[config.mk]
export PLATFORM = sky130hd
export DESIGN_NAME = radix_integer_to_ascii
export DESIGN_NICKNAME = d
export VERILOG_FILES = /design/src/rtl/ritoa_pkg.sv /design/src/rtl/radix_integer_to_ascii.sv /design/src/rtl/ritoa_div.sv
export SDC_FILE = /design/constraint.sdc
export NUM_CORES = 1
export LEC_CHECK = 0
export ABC_CLOCK_PERIOD_IN_PS = 25000
export BUFFER_PORTS_ARGS = -buffer_cell sky130_fd_sc_hd__buf_2
export CORE_MARGIN = 1
export CORE_UTILIZATION = 50
export DETAILED_ROUTE_END_ITERATION = 8
export PLACE_DENSITY = 0.68
export SYNTH_ARGS = -nofsm -noshare
export SYNTH_HDL_FRONTEND = slang
export SYNTH_SLANG_ARGS = --single-unit
[constraint.sdc]
create_clock -name clk -period 25 [get_ports clk]
set_input_delay 1.25 -clock clk [delete_from_list [all_inputs] [get_ports clk]]
set_output_delay 1.25 -clock clk [all_outputs]
set_load 0.05 [all_outputs]
[src/rtl/ritoa_pkg.sv]
package ritoa_pkg;

  typedef enum logic [2:0] {
    ST_IDLE,
    ST_DIVIDE,
    ST_READ,
    ST_LOAD,
    ST_ZERO
  } state_t;

  // Register indexes on the configuration port
  localparam logic [1:0] REG_RADIX      = 2'd0;
  localparam logic [1:0] REG_CHARS_LOW  = 2'd1;
  localparam logic [1:0] REG_CHARS_HIGH = 2'd2;

  localparam int RADIX_W  = 5;
  localparam int DIGIT_W  = 4;
  localparam int CHAR_W   = 8;
  localparam int DIV_STEPS = 8;

  localparam logic [RADIX_W-1:0] RADIX_RESET = 5'd10;
  localparam logic [RADIX_W-1:0] RADIX_MIN   = 5'd2;
  localparam logic [63:0] CHARS_LOW_RESET  = 64'h3736353433323130;
  localparam logic [63:0] CHARS_HIGH_RESET = 64'h6665646362613938;
  localparam logic [CHAR_W-1:0] CHAR_ZERO  = 8'h30;

  typedef struct packed {
    logic done;
    logic quot_zero;
  } div_stat_t;

endpackage

[src/rtl/radix_integer_to_ascii.sv]
// A nonzero value is divided digit by digit in the shared divider (8 quotient bits a
//   cycle), then each character comes out of the digit memory through ST_READ and
//   ST_LOAD, and ST_LOAD waits while the output is stalled.
// One value is converted at a time; a new one is taken only back in idle.
// A zero value goes through ST_ZERO, which loads '0' once the output slot is free.
// Reset (rst_n, synchronous, active low): radix 10, table "0123456789abcdef", idle.
module radix_integer_to_ascii #(
  parameter int VALUE_WIDTH = 64,
  parameter int MAX_DIGITS  = 64,
  parameter int MAX_RADIX   = 16
) (
  input  logic        clk,
  input  logic        rst_n,
  // Input request
  input  logic        in_tvalid,
  output logic        in_tready,
  input  logic [63:0] in_tdata,   // [63:0] value
  // Result request
  output logic        out_tvalid,
  input  logic        out_tready,
  output logic [7:0]  out_tdata,  // [7:0] character
  output logic        out_tlast,  // last digit of the number
  // Configuration writes
  input  logic        cfg_we,
  input  logic [1:0]  cfg_addr,
  input  logic [63:0] cfg_wdata
);

  localparam int IDX_W = $clog2(MAX_DIGITS);
  localparam int CNT_W = $clog2(MAX_DIGITS + 1);
  localparam logic [CNT_W-1:0] MAX_CNT = CNT_W'(MAX_DIGITS);
  localparam logic [CNT_W-1:0] ONE_CNT = CNT_W'(1);
  localparam logic [ritoa_pkg::RADIX_W-1:0] RADIX_MAX = ritoa_pkg::RADIX_W'(MAX_RADIX);

  ritoa_pkg::state_t state_r, state_nxt;

  // Configuration registers
  logic [ritoa_pkg::RADIX_W-1:0] radix_r;
  logic [63:0]                   chars_lo_r;
  logic [63:0]                   chars_hi_r;
  logic [ritoa_pkg::RADIX_W-1:0] radix_clamped;

  // Digit count: counts up while dividing, down while emitting
  logic [CNT_W-1:0] cnt_r;
  logic [CNT_W-1:0] cnt_inc;

  // Digit store, least significant digit at entry 0
  logic [ritoa_pkg::DIGIT_W-1:0] digit_mem [MAX_DIGITS];
  logic [ritoa_pkg::DIGIT_W-1:0] rd_digit_r;
  logic [IDX_W-1:0]              rd_addr;

  // Output register
  logic                          out_valid_r;
  logic [ritoa_pkg::CHAR_W-1:0]  out_char_r;
  logic                          out_last_r;

  // Divider hookup
  logic [VALUE_WIDTH-1:0]        div_dividend;
  logic [VALUE_WIDTH-1:0]        div_quot;
  logic [ritoa_pkg::DIGIT_W-1:0] div_rem;
  ritoa_pkg::div_stat_t          div_stat;

  // Control strobes
  logic in_zero;
  logic div_finish;
  logic slot_free;
  logic div_start;
  logic mem_we;
  logic mem_re;
  logic load_digit;
  logic load_zero;

  logic [127:0] chars_all;
  logic [6:0]   char_sel;

  assign in_zero    = (in_tdata[VALUE_WIDTH-1:0] == '0);
  assign cnt_inc    = cnt_r + 1'b1;
  // Stop dividing once the quotient is gone or the store is full
  assign div_finish = div_stat.quot_zero || (cnt_inc == MAX_CNT);
  assign slot_free  = !out_valid_r || out_tready;
  assign rd_addr    = IDX_W'(cnt_r - 1'b1);

  // First digit divides the input value, later ones the previous quotient
  assign div_dividend = (state_r == ritoa_pkg::ST_IDLE) ? in_tdata[VALUE_WIDTH-1:0] : div_quot;

  ritoa_div #(
    .VALUE_WIDTH (VALUE_WIDTH)
  ) u_div (
    .clk       (clk),
    .rst_n     (rst_n),
    .start     (div_start),
    .dividend  (div_dividend),
    .radix     (radix_r),
    .quotient  (div_quot),
    .remainder (div_rem),
    .stat      (div_stat)
  );

  // Next state
  always_comb begin
    state_nxt = state_r;
    unique case (state_r)
      ritoa_pkg::ST_IDLE: begin
        if (in_tvalid) begin
          state_nxt = in_zero ? ritoa_pkg::ST_ZERO : ritoa_pkg::ST_DIVIDE;
        end
      end
      ritoa_pkg::ST_DIVIDE: begin
        if (div_stat.done && div_finish) begin
          state_nxt = ritoa_pkg::ST_READ;
        end
      end
      ritoa_pkg::ST_READ: begin
        state_nxt = ritoa_pkg::ST_LOAD;
      end
      ritoa_pkg::ST_LOAD: begin
        if (slot_free) begin
          state_nxt = (cnt_r == ONE_CNT) ? ritoa_pkg::ST_IDLE : ritoa_pkg::ST_READ;
        end
      end
      ritoa_pkg::ST_ZERO: begin
        if (slot_free) begin
          state_nxt = ritoa_pkg::ST_IDLE;
        end
      end
      default: state_nxt = ritoa_pkg::ST_IDLE;
    endcase
  end

  // Outputs of the sequencer
  always_comb begin
    in_tready  = 1'b0;
    div_start  = 1'b0;
    mem_we     = 1'b0;
    mem_re     = 1'b0;
    load_digit = 1'b0;
    load_zero  = 1'b0;
    unique case (state_r)
      ritoa_pkg::ST_IDLE: begin
        in_tready = 1'b1;
        div_start = in_tvalid && !in_zero;
      end
      ritoa_pkg::ST_DIVIDE: begin
        mem_we    = div_stat.done;
        div_start = div_stat.done && !div_finish;
      end
      ritoa_pkg::ST_READ: begin
        mem_re = 1'b1;
      end
      ritoa_pkg::ST_LOAD: begin
        load_digit = slot_free;
      end
      ritoa_pkg::ST_ZERO: begin
        load_zero = slot_free;
      end
      default: begin
        in_tready = 1'b0;
      end
    endcase
  end

  always_ff @(posedge clk) begin
    if (!rst_n) begin
      state_r <= ritoa_pkg::ST_IDLE;
    end else begin
      state_r <= state_nxt;
    end
  end

  // Clamp radix writes to 2..MAX_RADIX
  always_comb begin
    radix_clamped = cfg_wdata[ritoa_pkg::RADIX_W-1:0];
    priority if (radix_clamped < ritoa_pkg::RADIX_MIN) begin
      radix_clamped = ritoa_pkg::RADIX_MIN;
    end else if (radix_clamped > RADIX_MAX) begin
      radix_clamped = RADIX_MAX;
    end else begin
      radix_clamped = cfg_wdata[ritoa_pkg::RADIX_W-1:0];
    end
  end

  always_ff @(posedge clk) begin
    if (!rst_n) begin
      radix_r    <= ritoa_pkg::RADIX_RESET;
      chars_lo_r <= ritoa_pkg::CHARS_LOW_RESET;
      chars_hi_r <= ritoa_pkg::CHARS_HIGH_RESET;
    end else if (cfg_we) begin
      unique case (cfg_addr)
        ritoa_pkg::REG_RADIX:      radix_r    <= radix_clamped;
        ritoa_pkg::REG_CHARS_LOW:  chars_lo_r <= cfg_wdata;
        ritoa_pkg::REG_CHARS_HIGH: chars_hi_r <= cfg_wdata;
        default: ;  // drop writes beyond the register list
      endcase
    end
  end

  // Digit count
  always_ff @(posedge clk) begin
    if (!rst_n) begin
      cnt_r <= '0;
    end else if (in_tvalid && in_tready) begin
      cnt_r <= '0;
    end else if (mem_we) begin
      cnt_r <= cnt_inc;
    end else if (load_digit) begin
      cnt_r <= cnt_r - 1'b1;
    end
  end

  // Digit store: write remainders in order, read back in reverse
  always_ff @(posedge clk) begin
    if (mem_we) begin
      digit_mem[cnt_r[IDX_W-1:0]] <= div_rem;
    end
    if (mem_re) begin
      rd_digit_r <= digit_mem[rd_addr];
    end
  end

  // Digit to character through the 16-entry table
  assign chars_all = {chars_hi_r, chars_lo_r};
  assign char_sel  = {rd_digit_r, 3'b000};

  always_ff @(posedge clk) begin
    if (!rst_n) begin
      out_valid_r <= 1'b0;
    end else if (load_digit || load_zero) begin
      out_valid_r <= 1'b1;
    end else if (out_tready) begin
      out_valid_r <= 1'b0;
    end
  end

  always_ff @(posedge clk) begin
    if (load_digit) begin
      out_char_r <= chars_all[char_sel +: ritoa_pkg::CHAR_W];
      out_last_r <= (cnt_r == ONE_CNT);
    end else if (load_zero) begin
      out_char_r <= ritoa_pkg::CHAR_ZERO;
      out_last_r <= 1'b1;
    end
  end

  assign out_tvalid = out_valid_r;
  assign out_tdata  = out_char_r;
  assign out_tlast  = out_last_r;

endmodule

[src/rtl/ritoa_div.sv]
module ritoa_div #(
  parameter int VALUE_WIDTH = 64
) (
  input  logic                            clk,
  input  logic                            rst_n,
  input  logic                            start,
  input  logic [VALUE_WIDTH-1:0]          dividend,
  input  logic [ritoa_pkg::RADIX_W-1:0]   radix,
  output logic [VALUE_WIDTH-1:0]          quotient,
  output logic [ritoa_pkg::DIGIT_W-1:0]   remainder,
  output ritoa_pkg::div_stat_t            stat
);

  localparam int CYC   = (VALUE_WIDTH + ritoa_pkg::DIV_STEPS - 1) / ritoa_pkg::DIV_STEPS;
  localparam int QW    = CYC * ritoa_pkg::DIV_STEPS;
  localparam int CNT_W = (CYC > 1) ? $clog2(CYC) : 1;
  localparam logic [CNT_W-1:0] LAST_CNT = CNT_W'(CYC - 1);

  logic [QW-1:0]                     q_r;
  logic [ritoa_pkg::DIGIT_W-1:0]     rem_r;
  logic [CNT_W-1:0]                  cnt_r;
  logic                              busy_r;
  logic                              done_r;

  logic [QW-1:0]                     q_step;
  logic [ritoa_pkg::DIGIT_W-1:0]     rem_step;
  logic [ritoa_pkg::RADIX_W-1:0]     rem_sh;
  logic                              ge;
  logic                              last_cyc;

  // Restoring long division, eight quotient bits per cycle, MSB first
  always_comb begin
    q_step   = q_r;
    rem_step = rem_r;
    rem_sh   = '0;
    ge       = 1'b0;
    for (int i = 0; i < ritoa_pkg::DIV_STEPS; i++) begin
      rem_sh   = {rem_step, q_step[QW-1]};
      ge       = (rem_sh >= radix);
      rem_step = ge ? ritoa_pkg::DIGIT_W'(rem_sh - radix) : rem_sh[ritoa_pkg::DIGIT_W-1:0];
      q_step   = {q_step[QW-2:0], ge};
    end
  end

  assign last_cyc = busy_r && (cnt_r == LAST_CNT);

  always_ff @(posedge clk) begin
    if (start) begin
      q_r   <= QW'(dividend);
      rem_r <= '0;
      cnt_r <= '0;
    end else if (busy_r) begin
      q_r   <= q_step;
      rem_r <= rem_step;
      cnt_r <= cnt_r + 1'b1;
    end
  end

  always_ff @(posedge clk) begin
    if (!rst_n) begin
      busy_r <= 1'b0;
      done_r <= 1'b0;
    end else begin
      busy_r <= start || (busy_r && !last_cyc);
      done_r <= last_cyc && !start;
    end
  end

  assign quotient       = q_r[VALUE_WIDTH-1:0];
  assign remainder      = rem_r;
  assign stat.done      = done_r;
  assign stat.quot_zero = (q_r == '0);

endmodule

==> impl_metrics.csv <==
group,metric,value,unit
timing,worst_pin_slew,1.22,ns
clock_network,clkLatencyLatePin,0.58,ns
place,gp_congestion,0.851,
timing,fmax,76.4,MHz
clock_network,clkTransAtPathRegs,0.06,ns
yosys,synth-seq-cells,486,
yosys,ys.flop_type,"edfxtp_1",
yosys,synth_area,22000,um^2
floorplanning,num_rows,76,
clock_network,clock-sinks,486,
clock_network,post_cts_resized,0,
routing,via_per_inst,5.78,
timing,max_slew_margin,0.182,
yosys,netlist_instances,1657,
routing,wl_per_cell,20.6,um
timing,maxSlewViolCount,0,
global_routing,grt_pass1_wl,78300,um
place,dpl.hpwl,32200,um
finish,fillerInstances,3439,
critical_path,crit_fanout,68,
clock_network,clock_path_buffers,3,
timing,hold_slack,0.461,ns
yosys,seq_area_frac_synth,0.593,
timing,hold_violations,0,
global_routing,track_usage,0.226,
critical_path,crit_type,"register to register",
place,portBuffers,145,
clock_network,root_buffer,"clkbuf_16",
critical_path,worst_setup_path_start_kind,"register",
yosys,synthArstFlopShare,0,
routing,drt_iter0_drc,1203,
global_routing,grt_max_degree,81,
routing,drc,0,
clock_network,h-tree-depth,2,
critical_path,path_common_cell,"ha_1",
clock_network,cts_setup_buffers,0,
routing,dr.pass1.iters,5,
finish,area_growth,13.3,%
finish,nNetsFinal,1968,
floorplanning,core_area,43300,um^2
clock_network,cts_hold_buf,0,
status,status,"finished, final reports clean",
global_routing,grt_pass1_vias,14000,
flow_run,drv_cap,0,
timing,skew,0.0226,ns
critical_path,critPathTopFamily,"compound AO/OA/AOI/OAI gates",
floorplanning,io_pins,146,
clock_network,cts_buffers,50,
critical_path,critPathCaptureType,"register",
floorplanning,initial_core_util,0.510,
floorplanning,die_x,212,um
timing,setup_tns,0,ns
routing,ant_nets,0,
timing,layout_min_cycle_time,13.08,ns
floorplanning,die-area,44900,um^2
yosys,syn_avg_cell_area,13.3,um^2
critical_path,crit_arrival,13.50,ns
critical_path,slowest_delay,1.10,ns
global_routing,antenna_found_initial,2,
routing,vias,13900,
critical_path,required,25.42,ns
place,dp_slack,12.04,ns
critical_path,critical_path_buf_inv_count,1,
worst_hold_path,hp-class,"register to register",
global_routing,globalRoute.totalOverflow,0,
routing,finalWirelength,49600,um
yosys,yosysWarnings,0,
floorplanning,die_h,212,um
clock_network,cts_tree,"built",
yosys,synth_fp_nets,1845,
timing,setup_viol,0,
timing,fin_crit_sh,0.523,
yosys,synth_cell_type_count,61,
timing,grt_setup_unrepaired,"false",
critical_path,critPathSlowestCell,"dfxtp_2",
finish,layout-drive-gt1-share,0.243,
yosys,synth_edf_count,333,
timing,worst_slack,11.92,ns
==> final timing paths <==
check | slack, ns | start | cells after the start | endpoint
worst max-delay path | 11.92 | u_div.remainder[0] | 44 | u_div.remainder[0]
worst min-delay path | 0.46 | chars_hi_r[49] | 2 | chars_hi_r[49]
worst max register to register | 11.92 | u_div.remainder[0] | 44 | u_div.remainder[0]
worst min register to register | 0.46 | chars_hi_r[49] | 2 | chars_hi_r[49]
==> flip-flops by register name, indices dropped and copies added (netlist names), 4 cells and up <==
| register | cells |
|---|---|
| cnt_r | 7 |
| rd_digit_r | 4 |
| radix_r | 5 |
| u_div.quotient | 64 |
| digit_mem | 256 |
| chars_lo_r | 64 |
| u_div.remainder | 4 |
| out_tdata | 8 |
| chars_hi_r | 64 |
==> worst register-to-register path: cells and delay by family, from the launching register on <==
family / cells / cell delay (ns)
compound gates: 22 / 6.19
flops: 1 / 1.10
simple gates: 9 / 1.23
buf+inv: 1 / 0.06
fa+ha+maj: 8 / 2.67
mux: 4 / 1.65
==> layout make-up <==
class | instances | area [um^2] | area share
tap | 585 | 732 | 0.0293
sequential | 486 | 13100 | 0.523
timing repair buffer | 162 | 856 | 0.0343
inverter | 31 | 116 | 0.00466
antenna | 3 | 7.51 | 0.000301
clock inverter | 24 | 307 | 0.0123
clock buffer | 69 | 1430 | 0.0571
multi-input combinational | 1049 | 8460 | 0.339
==> synthesized netlist by cell type, drive strengths merged, types with 3 or more instances <==
| master | number | area share |
|---|---|---|
| edfxtp | 333 | 0.45 |
| nand2 | 302 | 0.051 |
| dfxtp | 153 | 0.14 |
| mux4 | 120 | 0.12 |
| nor2 | 117 | 0.020 |
| a21boi | 74 | 0.025 |
| nand3 | 69 | 0.016 |
| clkbuf | 62 | 0.011 |
| mux2 | 62 | 0.032 |
| ha | 45 | 0.026 |
| nor4 | 34 | 0.011 |
| inv | 31 | 0.0053 |
| buf | 29 | 0.0095 |
| o21ai | 19 | 0.0045 |
| a21oi | 18 | 0.0043 |
| nand4 | 13 | 0.0037 |
| nor2b | 13 | 0.0037 |
| xnor2 | 13 | 0.0052 |
| and2 | 11 | 0.0031 |
| o21a | 10 | 0.0034 |
| a21o | 9 | 0.0031 |
| a22oi | 9 | 0.0031 |
| mux2i | 9 | 0.0041 |
| nor3 | 9 | 0.0020 |
| fa | 8 | 0.0073 |
| a31oi | 7 | 0.0020 |
| nand2b | 7 | 0.0020 |
| o22ai | 7 | 0.0028 |
| o31a | 7 | 0.0028 |
| xor2 | 7 | 0.0028 |
| a211oi | 6 | 0.0023 |
| nand3b | 6 | 0.0020 |
| o31ai | 6 | 0.0020 |
| nor3b | 5 | 0.0019 |
| a311oi | 3 | 0.0015 |
| o211ai | 3 | 0.0010 |
| or2 | 3 | 0.00085 |
| or3 | 3 | 0.00085 |
| or3b | 3 | 0.0012 |
==> metrics by stage <==
stage               instances  utilization  area [um^2]
floorplan                1657            -        22000
global placement         2313        0.537        23200
detailed placement       2313        0.537        23200
CTS                      2406        0.577        25000
global route             2406        0.577        25000
finish                   2409        0.577        25000
==> placed cells by master (no fill, tap or decap), drive strengths merged, types with 10 or more instances in the layout <==
cell	synthesis	final
edfxtp	333	333
dfxtp	153	153
nor4	34	34
o21ai	19	19
a21boi	74	74
nand3	69	69
nand2	302	302
ha	45	45
inv	31	34
a21oi	18	18
clkinv	0	12
nand4	13	13
mux2	62	62
xnor2	13	13
buf	29	162
and2	11	11
o21a	10	10
nor2	117	117
nor2b	13	13
mux4	120	120
clkbuf	62	69
==> per-layer routing <==
layer,routed length (um),track usage,up-vias,share of wire
met2,24100,0.378,427,0.49
met4,832,0.0530,0,0.017
met3,3090,0.0397,74,0.062
li1,-,-,6460,-
met1,21500,0.307,6965,0.43
met5,0,0,-,0
==> cells by family after synthesis <==
kind of cell / after synthesis / synth area share
XOR/XNOR: 20 / 0.00795
adder cells (fa/ha/maj): 53 / 0.0328
AO/OA/AOI/OAI: 185 / 0.0616
multiplexers: 191 / 0.159
AND/OR/NAND/NOR: 600 / 0.121
flip-flops: 486 / 0.593
buffers and inverters: 122 / 0.0254
Power is left out: the tool's default activity adds up to more than one toggle a clock period on the data nets, which glitch-free logic cannot reach.
